**src/trb_pkg.sv**
```systemverilog
`timescale 1ns / 1ps
`default_nettype none

package trb_pkg;

  // field widths of the transfer payloads
  localparam int ANGLE_WIDTH = 16;
  localparam int COEF_WIDTH  = 16;

  // Q30 constants
  localparam logic signed [31:0] ONE_Q30        = 32'sd1073741824;
  localparam logic signed [35:0] HALF_PI_Q30    = 36'sd1686629713;
  localparam logic signed [35:0] QUARTER_PI_Q30 = 36'sd843314856;

  // largest output magnitude, plus or minus one in Q1.(COEF_WIDTH-2)
  localparam logic signed [COEF_WIDTH-1:0] COEF_LIM = COEF_WIDTH'(1) << (COEF_WIDTH - 2);

  // rotation order codes
  localparam logic [2:0] ORD_XZY = 3'd0;
  localparam logic [2:0] ORD_XYZ = 3'd1;
  localparam logic [2:0] ORD_YXZ = 3'd2;
  localparam logic [2:0] ORD_YZX = 3'd3;
  localparam logic [2:0] ORD_ZYX = 3'd4;
  localparam logic [2:0] ORD_ZXY = 3'd5;

  // pipeline depths of the back end
  localparam int SC_LAT = 23;
  localparam int MX_LAT = 5;

  typedef logic signed [31:0] unit_t;

  typedef struct packed {
    logic signed [ANGLE_WIDTH-1:0] angle_x;
    logic signed [ANGLE_WIDTH-1:0] angle_y;
    logic signed [ANGLE_WIDTH-1:0] angle_z;
    logic [2:0]                    rotation_order;
  } trb_in_t;

  typedef struct packed {
    trb_in_t item;
    logic    bad;
  } trb_job_t;

  typedef struct packed {
    logic signed [COEF_WIDTH-1:0] m00;
    logic signed [COEF_WIDTH-1:0] m01;
    logic signed [COEF_WIDTH-1:0] m02;
    logic signed [COEF_WIDTH-1:0] m10;
    logic signed [COEF_WIDTH-1:0] m11;
    logic signed [COEF_WIDTH-1:0] m12;
    logic signed [COEF_WIDTH-1:0] m20;
    logic signed [COEF_WIDTH-1:0] m21;
    logic signed [COEF_WIDTH-1:0] m22;
    logic                         bad_order;
  } trb_out_t;

  // Q30 multiply, sign-magnitude with rounding half away from zero
  function automatic unit_t mul_q30(input unit_t a, input unit_t b);
    logic        neg;
    logic [30:0] ua;
    logic [30:0] ub;
    logic [61:0] p;
    logic [31:0] m;
    neg = a[31] ^ b[31];
    ua  = a[31] ? 31'(-a) : 31'(a);
    ub  = b[31] ? 31'(-b) : 31'(b);
    p   = 62'(ua) * 62'(ub);
    p   = p + (62'd1 << 29);
    m   = 32'(p >> 30);
    return neg ? -$signed(m) : $signed(m);
  endfunction

endpackage

`default_nettype wire

```
**src/trb_front.sv**
```systemverilog
`timescale 1ns / 1ps
`default_nettype none

module trb_front (
  input  logic             clk,
  input  logic             rst,
  input  logic             start,
  input  trb_pkg::trb_in_t item,
  input  logic             full,
  output logic             job_valid,
  output trb_pkg::trb_job_t job
);
  import trb_pkg::*;

  logic accept;
  logic bad;

  assign accept = start && !full;

  // order codes past the six valid orders are flagged here
  always_comb begin
    bad = !(item.rotation_order inside {[ORD_XZY:ORD_ZXY]});
  end

  always_ff @(posedge clk) begin
    if (rst) begin
      job_valid <= 1'b0;
    end else begin
      job_valid <= accept;
    end
  end

  always_ff @(posedge clk) begin
    if (accept) begin
      job.item <= item;
      job.bad  <= bad;
    end
  end

endmodule

`default_nettype wire

```
**config.mk**
```make
export PLATFORM = sky130hd
export DESIGN_NAME = trb_front
export DESIGN_NICKNAME = d
export VERILOG_FILES = /design/src/trb_pkg.sv /design/src/trb_front.sv
export SDC_FILE = /design/constraint.sdc
export NUM_CORES = 1
export LEC_CHECK = 0
export BUFFER_PORTS_ARGS = -buffer_cell sky130_fd_sc_hd__buf_4
export CORE_MARGIN = 2
export CORE_UTILIZATION = 38
export CTS_BUF_LIST = sky130_fd_sc_hd__clkbuf_8
export CTS_CLUSTER_SIZE = 10
export DETAILED_ROUTE_END_ITERATION = 8
export PLACE_DENSITY = 0.77
export SYNTH_ARGS = -nofsm -noshare
export SYNTH_HDL_FRONTEND = slang
export SYNTH_SLANG_ARGS = --single-unit
```
**constraint.sdc**
```tcl
create_clock -name clk -period 2.6 [get_ports clk]
set_input_delay 0 -clock clk [delete_from_list [all_inputs] [get_ports clk]]
set_output_delay 0 -clock clk [all_outputs]
set_load 0.01 [all_outputs]
```
== Word level (Yosys, flattened, before mapping) ==
Index checks and enable logic that the tools add are counted.

* Bits in registers: 53
* Bits in latches: 0
* Memory bits (writable): 0
* Bits in read-only memories: 0
* Word-level logic and storage cells: 12
* Memories: 0

* Add/subtract/negate cells: 0
* Multipliers: 0
* Divide/modulo/power cells: 0
* Order comparisons: 2
* Eq/ne operators: 0
* Shift-type cells: 0
* Multiplexer cells: 0
* Bitwise gates (word level): 0
* Reductions and logical operators: 4

{| class="wikitable"
|+ Operators with widths
! operator !! count
|-
| $ge A3 B1 Y1 const B || 1
|-
| $le A3 B3 Y1 const B || 1
|-
| $logic_and A1 B1 Y1 || 2
|-
| $logic_not A1 Y1 || 2
|}

== Longest topological paths before layout ==
* Word-level depth: 3
* Depth in mapped cells: 1
* Mapped depth without buffers: 1

== Worst setup path after synthesis ==
No wires, ideal clock.

* Path type: input -> register
* Start: input full
* End: register job[0] (netlist name), enable pin
* Library setup time: 469 ps
* Data arrival time: 2333 ps
* Path slack: -202 ps
* Cell stages on the path: 1
* Cells stage by stage: nor2b_1

* Cells in the longest elaborated chain, start to end: 2

{| class="wikitable"
|+ RTL lines
! item !! line !! source
|-
| start: declaration || trb_front.sv:9 || <nowiki>input logic full,</nowiki>
|-
| $logic_not A1 Y1 || trb_front.sv:18 || <nowiki>assign accept = start && !full;</nowiki>
|-
| $logic_and A1 B1 Y1 || trb_front.sv:18 ||
|-
| end: declaration || trb_front.sv:11 || <nowiki>output trb_pkg::trb_job_t job</nowiki>
|}

No other way between the ends.
A chain may end at the register's enable or synchronous reset.

== Final worst setup path ==
* Start: input rst
* End: register job_valid

{| class="wikitable"
|+ RTL lines
! item !! line !! source
|-
| start: declaration || trb_front.sv:6 || <nowiki>input logic rst,</nowiki>
|-
| end signal: assignment || trb_front.sv:29 || <nowiki>job_valid <= accept;</nowiki>
|-
| end: declaration || trb_front.sv:10 || <nowiki>output logic job_valid,</nowiki>
|}

No word-level cell between the ends.

==> flow_summary.ini <==
[outcome]
status = complete, no violations

[synth]
syn_area_um2 = 1610
synthTopCellsByArea = edfxtp_1 97%, dfxtp_1 1.2%, nor3b_2 0.78%
synth_top_area_share_pct = 97.2
yosys_warnings = 0
synth_seq_cells = 53
synth_top_cell_by_area = edfxtp_1
synth_cells = 56
synth_nets = 111
ys_seq_area_share_pct = 98.4
syn-mean-instance-area_um2 = 28.7
synth-edff-count = 52
synth-main-ff-cell = edfxtp_1
synth_common_cells = 52 x edfxtp_1, 1 x and2_1, 1 x dfxtp_1, 1 x nor2b_1, 1 x nor3b_2
yosysMostFrequentCell = edfxtp_1
synth_cell_types = 5
async_flop_share_pct = 0

[setup_path]
path_max_fanout = 1
cp-start-kind = primary input
crit_arrival_ps = 1420
critPathKind = in -> reg
cpPeakStageDelay_ps = 570
cp-end-kind = flip-flop
crit_family = buffers and inverters
cp_cell_sequence = dlygate4sd3_1, buf_4, nor3b_2, dlygate4sd3_1
path_buf_inv = 3
slowest_stage = dlygate4sd3_1
crit_top_cell = dlygate4sd3_1
required_ps = 2860

[final_layout]
instances_no_fill = 275
nFillCells = 229
nets = 279
final_util_pct = 77.7
area_growth_pct = 94.8
antenna_cells = 0
drive_above_1_share_pct = 52.0

[power_and_ir_drop]
power_density_nw_per_um2 = 587
leakage_nw = 1.31
ir_worst_vdd_mv = 0.504

[floorplanning]
die-width_um = 69.0
die-area_um2 = 4760
core_area_um2 = 4030
ios = 108
start_util_pct = 39.9
die_h_um = 69.0
rows = 23

[clocking]
cts-root-buf = clkbuf_8
post_cts_buffers = 0
htreeDepth = 2
cts_tree = built
clock-sinks = 53
cts.reportedPaths.clkPinSlew_ps = 100
cts_buffers = 5
cts_max_path_buffers = 2

[placement]
io_buffers = 107
numPlacedInstances = 214
gp_congestion = 0.712

[detailed_routing]
drc = 0
vias = 1208
wl_um = 5020
drtAntennaViolNets = 0
first_pass_iters = 4
wire_per_inst_um = 18.3
via_per_inst = 4.39
drt_iter0_drc = 54

[grt]
use_met2_pct = 40.7
grt_pass1_vias = 1406
groute.layer.met1.usage_pct = 21.4
met3_usage_pct = 10.1
grt_use_total_pct = 21.9
globalRouteOverflowTotal = 0
grt_start_max_net_pins = 35
grt_first_pass_wirelength_um = 7670
antenna_found_initial = 0
top_usage_layer = met2

[hold_path]
hold_path.class = in -> reg

[sta]
tightest_slew_ps = 511
post-route-min-period_ps = 1160
drv_slew = 0
finalSetupTns_ps = 0
relSlewSlack_pct = 65.8
setup_viol_count_final = 0
fmax_mhz = 865
rsz0062_at_grt = false
fin_crit_sh_pct = 44.5
hold_viol = 0

[run]
maxCapViolations = 0
-- report_power, final --
part           leakage [nW]  internal, mW  switching, mW
Sequential            0.496          1.00         0.0190
Clock                0.0595         0.285          0.267
Combinational         0.756         0.168         0.0979
-- what timing repair did --
| action | in CTS | in global routing |
|---|---|---|
| hold buffers | 53 | 0 |
| gates resized for setup | 0 | 0 |
| endpoints found under the hold margin | 53 | 0 |
-- registers in the layout, indices dropped and copies added (netlist names) --
name and count:
job_valid 1, job 52
-- logic make-up after synthesis --
| family | Yosys count | share of synthesized area (%) |
|---|---|---|
| flops | 53 | 98.4 |
| simple gates | 3 | 1.56 |
-- worst paths after layout --
path	from	end	slack (ps)	cells past startpoint
max	rst	job_valid$_SDFF_PP0_	1440	4
min	full	job[29]$_DFFE_PP_	80	2
-- through the flow --
stage               power (mW)  cell area, um^2  hold WS, ps  setup slack (ps)
finish                    1.84             3130         82.2              1440
global route              1.90             3130         85.7              1420
CTS                       1.83             3130         81.9              1500
detailed placement        1.23             2490          169              1160
global placement          1.22             2490          164              1240
floorplan                 1.08             1610         68.8               801
-- cells in the final DEF (no fill, tap or decap), drive strengths merged --
cell type,Yosys,routed
dfxtp,1,1
buf,0,108
clkinv,0,1
clkbuf,0,5
dlygate4sd3,0,53
nor2b,1,1
edfxtp,52,52
nor3b,1,1
inv,0,1
and2,1,1
bufinv,0,1
-- area by class of cell --
class	count	area (um^2)	share of cell area, %
Tap cell	50	62.6	2.00
Clock buffer	5	68.8	2.20
Multi-Input combinational cell	3	32.5	1.04
Timing Repair Buffer	161	1340	42.9
Sequential cell	53	1580	50.5
Clock inverter	3	42.5	1.36
-- metal layers --
metal / share of wire, % / up-vias
met3: 10 / 7
met2: 54 / 74
met4: 1.3 / 0
li1: - / 557
met5: 0 / -
met1: 35 / 570
Power figures use the tool's default switching activity.
