File: src/trb_pkg.sv
`timescale 1ns / 1ps
`default_nettype none

package trb_pkg;

  // field widths of the transfer payloads
  localparam int ANGLE_WIDTH = 16;
  localparam int COEF_WIDTH  = 16;

  // Q30 constants
  localparam logic signed [31:0] ONE_Q30        = 32'sd1073741824;
  localparam logic signed [35:0] HALF_PI_Q30    = 36'sd1686629713;
  localparam logic signed [35:0] QUARTER_PI_Q30 = 36'sd843314856;

  // largest output magnitude, plus or minus one in Q1.(COEF_WIDTH-2)
  localparam logic signed [COEF_WIDTH-1:0] COEF_LIM = COEF_WIDTH'(1) << (COEF_WIDTH - 2);

  // rotation order codes
  localparam logic [2:0] ORD_XZY = 3'd0;
  localparam logic [2:0] ORD_XYZ = 3'd1;
  localparam logic [2:0] ORD_YXZ = 3'd2;
  localparam logic [2:0] ORD_YZX = 3'd3;
  localparam logic [2:0] ORD_ZYX = 3'd4;
  localparam logic [2:0] ORD_ZXY = 3'd5;

  // pipeline depths of the back end
  localparam int SC_LAT = 23;
  localparam int MX_LAT = 5;

  typedef logic signed [31:0] unit_t;

  typedef struct packed {
    logic signed [ANGLE_WIDTH-1:0] angle_x;
    logic signed [ANGLE_WIDTH-1:0] angle_y;
    logic signed [ANGLE_WIDTH-1:0] angle_z;
    logic [2:0]                    rotation_order;
  } trb_in_t;

  typedef struct packed {
    trb_in_t item;
    logic    bad;
  } trb_job_t;

  typedef struct packed {
    logic signed [COEF_WIDTH-1:0] m00;
    logic signed [COEF_WIDTH-1:0] m01;
    logic signed [COEF_WIDTH-1:0] m02;
    logic signed [COEF_WIDTH-1:0] m10;
    logic signed [COEF_WIDTH-1:0] m11;
    logic signed [COEF_WIDTH-1:0] m12;
    logic signed [COEF_WIDTH-1:0] m20;
    logic signed [COEF_WIDTH-1:0] m21;
    logic signed [COEF_WIDTH-1:0] m22;
    logic                         bad_order;
  } trb_out_t;

  // Q30 multiply, sign-magnitude with rounding half away from zero
  function automatic unit_t mul_q30(input unit_t a, input unit_t b);
    logic        neg;
    logic [30:0] ua;
    logic [30:0] ub;
    logic [61:0] p;
    logic [31:0] m;
    neg = a[31] ^ b[31];
    ua  = a[31] ? 31'(-a) : 31'(a);
    ub  = b[31] ? 31'(-b) : 31'(b);
    p   = 62'(ua) * 62'(ub);
    p   = p + (62'd1 << 29);
    m   = 32'(p >> 30);
    return neg ? -$signed(m) : $signed(m);
  endfunction

endpackage

`default_nettype wire

File: src/trb_queue.sv
`timescale 1ns / 1ps
`default_nettype none

module trb_queue (
  input  logic              clk,
  input  logic              rst,
  input  logic              push,
  input  trb_pkg::trb_job_t push_job,
  output logic              pop_valid,
  output trb_pkg::trb_job_t pop_job,
  output logic              full
);
  import trb_pkg::*;

  localparam int DEPTH = 4;
  localparam int PW    = $clog2(DEPTH);

  trb_job_t      slots [DEPTH];
  logic [PW-1:0] wr_ptr;
  logic [PW-1:0] rd_ptr;
  logic [PW:0]   count;

  // back end drains one job every cycle the queue is not empty
  assign pop_valid = (count != '0);
  assign pop_job   = slots[rd_ptr];
  // one slot kept for the job still held in the front register
  assign full      = (count >= (PW+1)'(DEPTH - 1));

  always_ff @(posedge clk) begin
    if (rst) begin
      wr_ptr <= '0;
      rd_ptr <= '0;
      count  <= '0;
    end else begin
      if (push) begin
        wr_ptr <= wr_ptr + PW'(1);
      end
      if (pop_valid) begin
        rd_ptr <= rd_ptr + PW'(1);
      end
      count <= count + (PW+1)'(push) - (PW+1)'(pop_valid);
    end
  end

  always_ff @(posedge clk) begin
    if (push) begin
      slots[wr_ptr] <= push_job;
    end
  end

endmodule

`default_nettype wire

File: config.mk
export PLATFORM = sky130hd
export DESIGN_NAME = trb_queue
export DESIGN_NICKNAME = d
export VERILOG_FILES = /design/src/trb_pkg.sv /design/src/trb_queue.sv
export SDC_FILE = /design/constraint.sdc
export NUM_CORES = 1
export LEC_CHECK = 0
export ABC_CLOCK_PERIOD_IN_PS = 2390
export BUFFER_PORTS_ARGS = -buffer_cell sky130_fd_sc_hd__buf_4
export CORE_ASPECT_RATIO = 2
export CORE_UTILIZATION = 51
export CTS_CLUSTER_SIZE = 8
export DETAILED_ROUTE_END_ITERATION = 12
export GPL_TIMING_DRIVEN = 0
export HOLD_SLACK_MARGIN = 0.05
export PLACE_DENSITY = 0.75
export SYNTH_ARGS = -nofsm -noshare
export SYNTH_HDL_FRONTEND = slang
export SYNTH_SLANG_ARGS = --single-unit
export TNS_END_PERCENT = 20
File: constraint.sdc
create_clock -name clk -period 2.39 [get_ports clk]
set_clock_uncertainty 0.05 [all_clocks]
set_input_delay 0.478 -clock clk [delete_from_list [all_inputs] [get_ports clk]]
set_output_delay 0.478 -clock clk [all_outputs]
set_load 0.1 [all_outputs]
Word level (Yosys, flattened, before mapping)
Memory sizes are Yosys's and may differ from the RTL's. A register that Yosys moved wholly into a read port is not among the register bits.
Cells that the tools add are included.

word-level totals
  RAM bits = 208
  output and inout bits = 54
  flip-flop bits (word level) = 7
  logic and storage cells = 14
  memories kept = 1
  input bits = 55

cells by class
  reductions and logical operators = 1
  multiplexer cells = 4
  add/subtract/negate cells = 4
  magnitude comparators = 1

memory list
  name   words  width  read ports  clocked after memory_dff  write ports  RTL line         source
  slots  4      52     1           1                         1            trb_queue.sv:18  trb_job_t slots [DEPTH];

operator list
  kind                   number
  $add A2 B1 Y2 const B  2
  $mux W2                2
  $add A3 B1 Y3          1
  $ge A3 B2 Y1 const B   1
  $reduce_bool A3 Y1     1
  $sub A3 B1 Y3          1
  $mux W1                2

Depth between registers and ports, before layout
Gate-level depths: netlist of the first run.

  depth in word-level cells = 3
  depth in mapped cells = 8
  depth with buffers taken out = 8

Least setup slack after synthesis of the first run
No wires, ideal clock.

  kind = reg2reg
  start = register count[1]
  end = register count[2]
  data required time = 2214 ps
  setup slack = -362 ps
  clock period less this slack = 2752 ps
  data arrival time = 2576 ps
  stages on the path, launching flop included = 9
  path through = dfxtp_1 inv_1 nand3_1 ha_1 inv_1 ha_1 fa_1 xnor2_1 nor2_1

on the way
  word-level cells in the longest chain between the ends = 2

RTL lines
  item                    RTL line         source
  start, declared         trb_queue.sv:21  logic [PW:0] count;
  start signal, assigned  trb_queue.sv:41  count <= count + (PW+1)'(push) - (PW+1)'(pop_valid);
  $reduce_bool A3 Y1      trb_queue.sv:24  assign pop_valid = (count != '0);
  net pop_valid           trb_queue.sv:9   output logic pop_valid,
  $sub A3 B1 Y3           trb_queue.sv:41

The timed path passes the listed nets, and every way through them passes these cells.
A chain may end at the register's enable or synchronous reset.

==> results of run 1 <==
-- flip-flops by register name (all words and copies together) (netlist names), named ones only --
register / flops
count: 3
rd_ptr: 2
slots: 208
wr_ptr: 2
-- cells in the final DEF (no fill, tap or decap) --
master / synthesis / routed
buf_4: 0 / 60
inv_6: 0 / 1
mux2i_1: 1 / 1
dfxtp_1: 9 / 7
dfxtp_2: 0 / 2
and2_4: 0 / 4
clkbuf_16: 0 / 31
o21ai_0: 1 / 1
edfxtp_1: 208 / 208
xnor2_1: 2 / 2
nor2b_1: 3 / 3
nand2_1: 1 / 1
nor4_1: 1 / 1
mux4_2: 50 / 50
nand3_2: 0 / 1
mux4_1: 2 / 2
buf_6: 1 / 50
buf_12: 5 / 8
clkinv_4: 0 / 1
buf_16: 0 / 1
mux2_2: 1 / 1
fa_1: 1 / 1
inv_1: 7 / 7
ha_1: 7 / 7
nor3_1: 2 / 2
o31a_1: 1 / 1
clkbuf_1: 2 / 14
nor2_1: 4 / 4
-- layout make-up --
| cell class | instances | area (µm²) | area share |
|---|---|---|---|
| buffer | 12 | 161 | 0.0158 |
| clock buffer | 44 | 825 | 0.0809 |
| clock inverter | 2 | 17.5 | 0.00172 |
| inverter | 7 | 26.3 | 0.00258 |
| multi-input combinational | 82 | 1440 | 0.141 |
| sequential | 217 | 6430 | 0.631 |
| tap | 198 | 248 | 0.0243 |
| timing repair buffer | 108 | 1040 | 0.102 |
-- metal layers --
layer / wire length [µm] / global-route usage / part of all wire
met3: 610 / 0.0295 / 0.044
met5: 0 / 0 / 0
met2: 8140 / 0.337 / 0.58
met1: 4890 / 0.191 / 0.35
met4: 338 / 0.0685 / 0.024
-- worst max path at each step --
stage | slack [ps] | cells past startpoint | startpoint | endpoint
2_1_floorplan | 50 | 8 | count[1]$_SDFF_PP0_ | count[2]$_SDFF_PP0_
3_3_place_gp | -830 | 2 | push | slots[1][29]$_DFFE_PP_
3_5_place_dp | 230 | 4 | flop | pop_job[49]
4_1_cts | -90 | 4 | flop | pop_job[15]
5_1_grt | -110 | 4 | flop | pop_job[15]
6_report | -50 | 4 | flop | pop_job[15]
-- critical path, delay by kind of cell, from the launching register on --
| kind | cells | cell delay, ps |
|---|---|---|
| buffers and inverters | 3 | 530 |
| DFF | 1 | 330 |
| muxes | 1 | 530 |
-- per-stage QoR --
stage | setup WS [ps] | hold slack (ps) | cell area, µm²
2_1_floorplan | 54.8 | 464 | 8020
3_3_place_gp | -832 | 478 | 9070
3_5_place_dp | 233 | 512 | 9080
4_1_cts | -91.1 | 89.9 | 10200
5_1_grt | -109 | 94.0 | 10200
6_report | -49.0 | 113 | 10200
-- cells by family (layout without fill, tap and decap cells) --
| logic type | count (synthesis) | after routing | share of synthesized area |
|---|---|---|---|
| AO/OA/AOI/OAI | 2 | 2 | 0.00172 |
| buffers and inverters | 20 | 173 | 0.0212 |
| AND/OR/NAND/NOR | 16 | 16 | 0.0105 |
| XOR/XNOR | 2 | 2 | 0.00218 |
| multiplexers | 54 | 54 | 0.150 |
| flip-flops | 217 | 217 | 0.801 |
| adder cells (fa/ha/maj) | 8 | 8 | 0.0134 |
-- repair_timing --
action,4_1_cts,5_1_grt
cloned,1,0
pin swaps,0,0
gates resized for setup,66,0
setup endpoints to repair,52,50
==> reports/qor.csv, run 1 <==
stage,metric,value,unit
synthesis,post-synth top area share,0.779,
timing,Worst-Margin Slew,823,ps
setup_path,CP required,1860,ps
die,Initial Utilization,0.524,
layout,Layout Area Growth over Synthesis,27.0,%
setup_path,crit path kind,reg2out,
hold_path,Hold Crit Start,push_job[39],
outcome,status,finished with violations,
grt,largest net degree at the start of global routing,53,
place,GPL Wtd Cong,0.702,
cts,Num CTS Buffers,31,
hold_path,hold path depth,1,
place,cell count after placement,624,
setup_path,CP max stage delay,530,ps
setup_path,worst flop-to-flop path endpoint,count[2]$_SDFF_PP0_,
hold_path,worst hold endpoint,slots[0][39]$_DFFE_PP_,
cts,Clock Sinks,217,
synthesis,Synth Net Count,382,
die,Core ar.,15300,µm²
detailed_routing,DRC viols,0,
detailed_routing,Initial DRC Count,131,
outcome,failing checks,negative setup slack,
layout,fillcell total,996,
synthesis,"top cells by area, synth","edfxtp_1, mux4_2, dfxtp_1",
synthesis,Synth Register Bits,217,
timing,setup violators final,43,
die,Chip Height,179,µm
detailed_routing,first drt pass iteration count,5,
place,number of port buffers,107,
setup_path,reg2reg setup slack,530,ps
die,# rows,64,
synthesis,ys async rst share,0,
synthesis,Ys Warns,0,
grt,vias in the first global route,4048,
synthesis,Post-synth EDFFs,208,
cts,CTS max path bufs,3,
timing,crit path time final,2440,ps
setup_path,CP endpoint kind,output pin,
layout,Final Instance Count excl. Fillers,670,
cts,CTS tree,yes,
synthesis,Post-Synthesis Cell Area,8020,µm²
setup_path,Critical Path AT,1910,ps
cts,clock root buffer,clkbuf_16,
detailed_routing,routed vias,3635,
place,hpwl dp,8.31,mm
layout,fraction of layout cells with a size suffix above 1,0.445,
cts,buffer count from post-CTS setup fixing,0,
timing,final setup TNS,-1130,ps
grt,GRT Overall Usage,0.176,
grt,first-pass GRT wire length,21.4,mm
timing,fmax,410,MHz
timing,final period utilization,1.02,
layout,Final nets,522,
grt,initial antenna violation count,0,
hold_path,Hold Path Class,in2reg,
setup_path,kind of start point of the critical path,flop,
detailed_routing,ANT nets after route,0,
setup_path,crit-path cells,buf_12 > buf_12 > mux4_2 > buf_6,
synthesis,"count leader, synth",edfxtp_1,
cts,hold_buf cts,0,
timing,fin. max-slew vios,0,
synthesis,Mapped Avg Cell Area,25.1,µm²
layout,final core utilization,0.666,
cts,H-tree levels,1,
detailed_routing,drt wl/cell,20.9,µm
setup_path,Crit Path Max Fanout,10,
setup_path,CP dominant cell by count,buf_12,
die,die area,16300,µm²
synthesis,ys flop type,edfxtp_1,
timing,Setup WS post-layout,-49.0,ps
synthesis,"Seq/Total Area, Yosys",0.801,
timing,Slew HR,0.452,
timing,RSZ-0062 raised after global routing,true,
synthesis,top post-synthesis cells by count,"edfxtp_1, mux4_2, dfxtp_1",
synthesis,post-synth cell types,23,
detailed_routing,Vias/cell,5.43,
job,maxcap violations,0,
setup_path,r2r worst-path depth,8,
setup_path,r2r startpoint,count[1]$_SDFF_PP0_,
layout,ant diodes,0,
grt,Overflow after GRT,0,
setup_path,CP max-delay cell,mux4_2,
detailed_routing,WL final,14.0,mm
synthesis,Mapped Cells,319,
die,io pins,109,
die,Die X,90.7,µm
cts,Skew-Pair Late Insertion Delay,510,ps
synthesis,Yosys top cell by area,edfxtp_1,
cts,Clock transition at path regs,50,ps
timing,final hold vios,0,
Power of run 1 is not shown: default switching activity piles up to over one toggle a cycle in this logic, so the estimate is an artifact.
==> inputs of run 2 (changes only) <==
Settings changed: HOLD_SLACK_MARGIN 0.05 to 0.15.
==> run 2 against run 1 <==
Against the previous run:
- the flow still finishes with violations (negative setup slack)
- register-to-register slack is essentially flat
- non-clock buffer count increased by 52
- hold slack better by 120 ps
- sequential share of layout area down 3.1 points
- utilization increased by 3.4 points
- global-route usage rose by 0.81 points
- routed wire length up 4.8%
- first-iteration DRC count is 7.6% higher
- count of clock-buffer cells in the layout is the same
- cell count increased by 7.9%
- flip-flop and latch count did not move
- critical endpoint is now pop_job[45]
==> reports/qor.csv, run 2 (synthesized netlist as in run 1, its figures left out) <==
stage,metric,value,unit,change
setup_path,Crit Path Max Fanout,10,,unchanged
setup_path,CP max-delay cell,mux4_2,,
layout,Layout Area Growth over Synthesis,33.6,%,
timing,fin. max-slew vios,0,,unchanged
die,Initial Utilization,0.524,,unchanged
place,GPL Wtd Cong,0.702,,unchanged
cts,Skew-Pair Late Insertion Delay,520,ps,about the same
layout,fraction of layout cells with a size suffix above 1,0.401,,-0.0442
detailed_routing,DRC viols,0,,unchanged
setup_path,crit-path cells,buf_12 > buf_12 > mux4_2 > buf_8,,
grt,GRT Overall Usage,0.184,,+0.00814
detailed_routing,ANT nets after route,0,,unchanged
pwr,pwr dens,1390,nW/µm²,
setup_path,crit path kind,reg2out,,
job,maxcap violations,0,,unchanged
cts,Clock transition at path regs,50,ps,about the same
place,hpwl dp,8.31,mm,unchanged
layout,design area,10700,µm²,+5.2%
timing,final hold vios,0,,unchanged
timing,fmax,407,MHz,-0.74%
pwr,VDD IR max,0.899,mV,
setup_path,reg2reg setup slack,530,ps,about the same
setup_path,r2r startpoint,count[1]$_SDFF_PP0_,,
pwr,leakage,3.73,nW,
setup_path,worst flop-to-flop path endpoint,count[2]$_SDFF_PP0_,,
grt,vias in the first global route,4331,,+7.0%
layout,biggest registers after layout,"slots: 208 flops, count: 3 flops",,
die,# rows,64,,unchanged
die,Die X,90.7,µm,unchanged
hold_path,Hold Path Class,in2reg,,
detailed_routing,drt wl/cell,20.3,µm,-2.9%
detailed_routing,Initial DRC Count,141,,+7.6%
setup_path,CP required,1860,ps,about the same
grt,Overflow after GRT,0,,unchanged
layout,most frequent cells in the layout,"edfxtp_1, buf_4, dlygate4sd3_1",,
place,number of port buffers,107,,unchanged
timing,setup violators final,47,,+9.3%
layout,Final nets,574,,+10%
timing,Min Hold Slack,232,ps,+119 ps
setup_path,kind of start point of the critical path,flop,,
die,Chip Height,179,µm,unchanged
setup_path,Critical Path AT,1930,ps,+20 ps
setup_path,CP endpoint kind,output pin,,
timing,final period utilization,1.03,,+0.00760
detailed_routing,WL final,14.6,mm,+4.8%
timing,final setup TNS,-1550,ps,-419 ps
place,DP Worst Slack,233,ps,unchanged
layout,final core utilization,0.701,,+0.0344
cts,CTS tree,yes,,
grt,largest net degree at the start of global routing,53,,unchanged
cts,H-tree levels,1,,unchanged
die,io pins,109,,unchanged
grt,first-pass GRT wire length,22.4,mm,+4.8%
detailed_routing,routed vias,3877,,+6.7%
setup_path,CP dominant cell by count,buf_12,,
setup_path,CP max stage delay,550,ps,+20 ps
cts,CTS max path bufs,3,,unchanged
timing,Slew HR,0.449,,-0.00254
timing,RSZ-0062 raised after global routing,true,,
outcome,failing checks,negative setup slack,,
cts,Clock Sinks,217,,unchanged
layout,"commonest non-fill, non-tap cell in the layout",edfxtp_1,,
cts,Num CTS Buffers,31,,unchanged
detailed_routing,Vias/cell,5.36,,-1.2%
layout,largest register by flop count,slots,,
timing,Worst-Margin Slew,826,ps,+3.81 ps
timing,crit path time final,2460,ps,+18.2 ps
outcome,status,finished with violations,,
place,placed cell area,9080,µm²,unchanged
die,Core ar.,15300,µm²,unchanged
cts,buffer count from post-CTS setup fixing,0,,unchanged
die,die area,16300,µm²,unchanged
cts,clock root buffer,clkbuf_16,,
timing,Setup WS post-layout,-67.2,ps,-18.2 ps
detailed_routing,first drt pass iteration count,4,,-1
grt,initial antenna violation count,0,,unchanged
setup_path,end of the critical path,pop_job[45],,
layout,number of flip-flops under the largest register name,208,,unchanged
setup_path,r2r worst-path depth,8,,unchanged
run 2: final cells by class:
cell class	instances	area, µm²
Sequential cell	217	6430
Clock inverter	2	17.5
Fill cell	933	4580
Timing Repair Buffer	160	1570
Buffer	12	161
Clock buffer	44	825
Tap cell	198	248
Inverter	7	26.3
Antenna cell	1	2.50
Multi-Input combinational cell	82	1440
run 2: stage by stage:
step / std cells / total power, W
2_1_floorplan: 319 / 0.00957
3_3_place_gp: 624 / 0.0106
3_5_place_dp: 624 / 0.0107
4_1_cts: 722 / 0.0150
5_1_grt: 722 / 0.0153
6_report: 723 / 0.0149
run 2: worst min-delay path by stage:
| stage | from | end | slack (ps) | cells after the start |
|---|---|---|---|---|
| floorplan | wr_ptr[1]$_SDFFE_PP0P_ | wr_ptr[1]$_SDFFE_PP0P_ | 460 | 2 |
| global placement | wr_ptr[1]$_SDFFE_PP0P_ | wr_ptr[1]$_SDFFE_PP0P_ | 480 | 2 |
| detailed placement | wr_ptr[0]$_SDFFE_PP0P_ | wr_ptr[0]$_SDFFE_PP0P_ | 510 | 2 |
| CTS | push | wr_ptr[0]$_SDFFE_PP0P_ | 220 | 3 |
| global route | push | wr_ptr[0]$_SDFFE_PP0P_ | 250 | 3 |
| finish | push | wr_ptr[0]$_SDFFE_PP0P_ | 230 | 3 |
run 2: metal layers:
layer  up-vias  wire length (µm)  global-route usage
li1       1730                 -                   -
met1      2015              5240               0.200
met2       102              8470               0.352
met3        30               552              0.0283
met4         0               382              0.0793
met5         -                 0                   0
run 2: timing repair:
| action | CTS | global route |
|---|---|---|
| hold endpoints to repair | 208 | 0 |
| gates resized for setup | 66 | 1 |
| hold buffers | 52 | 0 |
| endpoints found under the setup margin | 52 | 50 |
| gates cloned | 1 | 0 |
run 2: worst max-delay path, delay by kind of cell, from the launching register on:
kind	cells	cell delay, ps
flip-flops	1	330
buffers and inverters	3	520
multiplexers	1	550
run 2: power breakdown:
group	leakage (nW)	internal, W	switching (W)
registers	1.99	0.00442	0.0000935
logic	1.34	0.00208	0.00455
clock network	0.406	0.00234	0.00140
total	3.73	0.00884	0.00604
Note: power is estimated with default switching activity, not from simulation.
==> inputs of run 3 (changes only) <==
Settings changed: REMOVE_ABC_BUFFERS from default to 1.
==> run 3 against run 2 <==
Against the previous run:
- the flow still finishes with violations (negative setup slack)
- routed wire length is 3.9% higher
- combinational power hardly changed
- clock power is 3% higher
- sequential power is 1% higher
- via count is 0.13% higher
- cell count is 1.4% higher
- critical path type unchanged
==> reports/qor.csv, run 3 (synthesized netlist as in run 1, its figures left out) <==
stage,metric,value,unit,change
outcome,status,finished with violations,,
outcome,failing checks,negative setup slack,,
cts,CTS max path bufs,3,,unchanged
detailed_routing,Initial DRC Count,164,,+16%
cts,Clock Sinks,217,,unchanged
pwr,Sw Pwr,0.00613,W,+1.5%
layout,biggest registers after layout,"slots: 208 flops, count: 3 flops",,
grt,GRT Overall Usage,0.191,,+0.00702
layout,ant diodes,0,,-1
pwr,Clock power frac,0.256,,+0.005
job,maxcap violations,0,,unchanged
die,Chip Height,179,µm,unchanged
place,hpwl dp,8.25,mm,-0.71%
die,Die X,90.7,µm,unchanged
pwr,Sequential Power Share,0.304,,about the same
timing,fmax,399,MHz,-2.0%
timing,Slew HR,0.462,,+0.0134
place,DP Worst Slack,46.6,ps,-186 ps
detailed_routing,routed vias,3882,,+0.13%
layout,Multi-input gate area,1430,µm²,-0.52%
setup_path,CP required,1860,ps,about the same
pwr,pwr dens,1390,nW/µm²,+0.33%
layout,fillcell total,912,,-2.3%
timing,RSZ-0062 raised after global routing,true,,
die,Initial Utilization,0.524,,unchanged
timing,fin. max-slew vios,0,,unchanged
grt,largest net degree at the start of global routing,53,,unchanged
cts,H-tree levels,1,,unchanged
grt,initial antenna violation count,0,,unchanged
place,number of port buffers,108,,+0.93%
grt,vias in the first global route,4230,,-2.3%
detailed_routing,DRC viols,0,,unchanged
cts,CTS tree,yes,,
timing,Min Hold Slack,232,ps,+0.184 ps
timing,final period utilization,1.05,,+0.0207
timing,crit path time final,2510,ps,+49.5 ps
timing,Worst-Margin Slew,806,ps,-20.1 ps
layout,register area,6430,µm²,about the same
detailed_routing,first drt pass iteration count,4,,unchanged
layout,"commonest non-fill, non-tap cell in the layout",edfxtp_1,,
hold_path,Hold Path Class,in2reg,,
setup_path,Critical Path AT,1980,ps,+50 ps
die,Core ar.,15300,µm²,unchanged
layout,design area,10800,µm²,+0.60%
pwr,logic gate share of total power,0.440,,-0.006
die,# rows,64,,unchanged
setup_path,CP endpoint kind,output pin,,
layout,Layout Area Growth over Synthesis,34.4,%,
detailed_routing,drt wl/cell,20.7,µm,+2.4%
cts,Num CTS Buffers,31,,unchanged
cts,clock root buffer,clkbuf_16,,
pwr,leakage,3.75,nW,+0.46%
setup_path,crit path kind,reg2out,,
layout,number of flip-flops under the largest register name,208,,unchanged
pwr,Pint,0.00889,W,+0.58%
timing,Setup WS post-layout,-117,ps,-49.5 ps
layout,Final nets,575,,+0.17%
layout,largest register by flop count,slots,,
timing,final setup TNS,-2410,ps,-853 ps
grt,first-pass GRT wire length,22.9,mm,+2.2%
layout,fraction of layout cells with a size suffix above 1,0.391,,-0.0101
timing,final hold vios,0,,unchanged
detailed_routing,WL final,15.2,mm,+3.9%
die,io pins,109,,unchanged
cts,Clock transition at path regs,50,ps,about the same
die,die area,16300,µm²,unchanged
cts,Skew-Pair Late Insertion Delay,510,ps,about the same
setup_path,kind of start point of the critical path,flop,,
place,GPL Wtd Cong,0.703,,+0.13%
pwr,VDD IR max,1.19,mV,+33%
pwr,switching share of power,0.408,,+0.00209
setup_path,Crit Path Max Fanout,6,,-4
detailed_routing,ANT nets after route,0,,unchanged
grt,Overflow after GRT,0,,unchanged
layout,most frequent cells in the layout,"edfxtp_1, buf_4, dlygate4sd3_1",,
detailed_routing,Vias/cell,5.30,,-1.2%
timing,setup violators final,52,,+11%
place,placed cell area,9030,µm²,-0.56%
-- run 3: power groups by stage --
stage                     clock, W  sequential (W)  combinational, W
after floorplan                  0         0.00480           0.00457
after global placement           0         0.00494           0.00544
after detailed placement         0         0.00472           0.00582
after CTS                  0.00390         0.00456           0.00656
after global routing       0.00406         0.00458           0.00680
final                      0.00385         0.00457           0.00660
-- run 3: stage by stage --
stage / cells / power (W) / utilization
global placement: 612 / 0.0104 / 0.584
finish: 733 / 0.0150 / 0.705
floorplan: 306 / 0.00937 / -
CTS: 731 / 0.0150 / 0.702
detailed placement: 616 / 0.0105 / 0.591
global route: 733 / 0.0154 / 0.705
-- run 3: final cells by class --
| cell class | count | area share |
|---|---|---|
| sequential | 217 | 0.597 |
| multi-input combinational | 82 | 0.133 |
| clock buffer | 55 | 0.0803 |
| inverter | 7 | 0.00244 |
| clock inverter | 1 | 0.000813 |
| timing repair buffer | 173 | 0.164 |
| tap | 198 | 0.0230 |
-- run 3: routing by layer --
metal / part of all wire / track usage
met1: 0.37 / 0.227
met4: 0.024 / 0.0712
met2: 0.57 / 0.354
met3: 0.033 / 0.0245
met5: 0 / 0
-- run 3: final timing paths --
kind                                             start                      to  slack, ps  depth (start not counted)
worst max-delay path                              flop              pop_job[9]       -120                          4
worst min-delay path                              push  wr_ptr[0]$_SDFFE_PP0P_        230                          3
worst max register to register  wr_ptr[0]$_SDFFE_PP0P_   slots[2][5]$_DFFE_PP_        480                          4
worst min register to register  wr_ptr[0]$_SDFFE_PP0P_  wr_ptr[0]$_SDFFE_PP0P_        520                          2
-- run 3: timing repair --
action	in CTS	in global routing
hold buffers	53	0
endpoints found under the hold margin	212	0
buffers inserted	5	2
setup endpoints to repair	52	51
gates cloned	1	0
resized for setup	55	7
-- run 3: worst max-delay path, cell delays in order (launching register included) --
cell and delay (ps):
dfxtp_4 420, buf_8 150, buf_12 130, mux4_2 560
buf_12 200
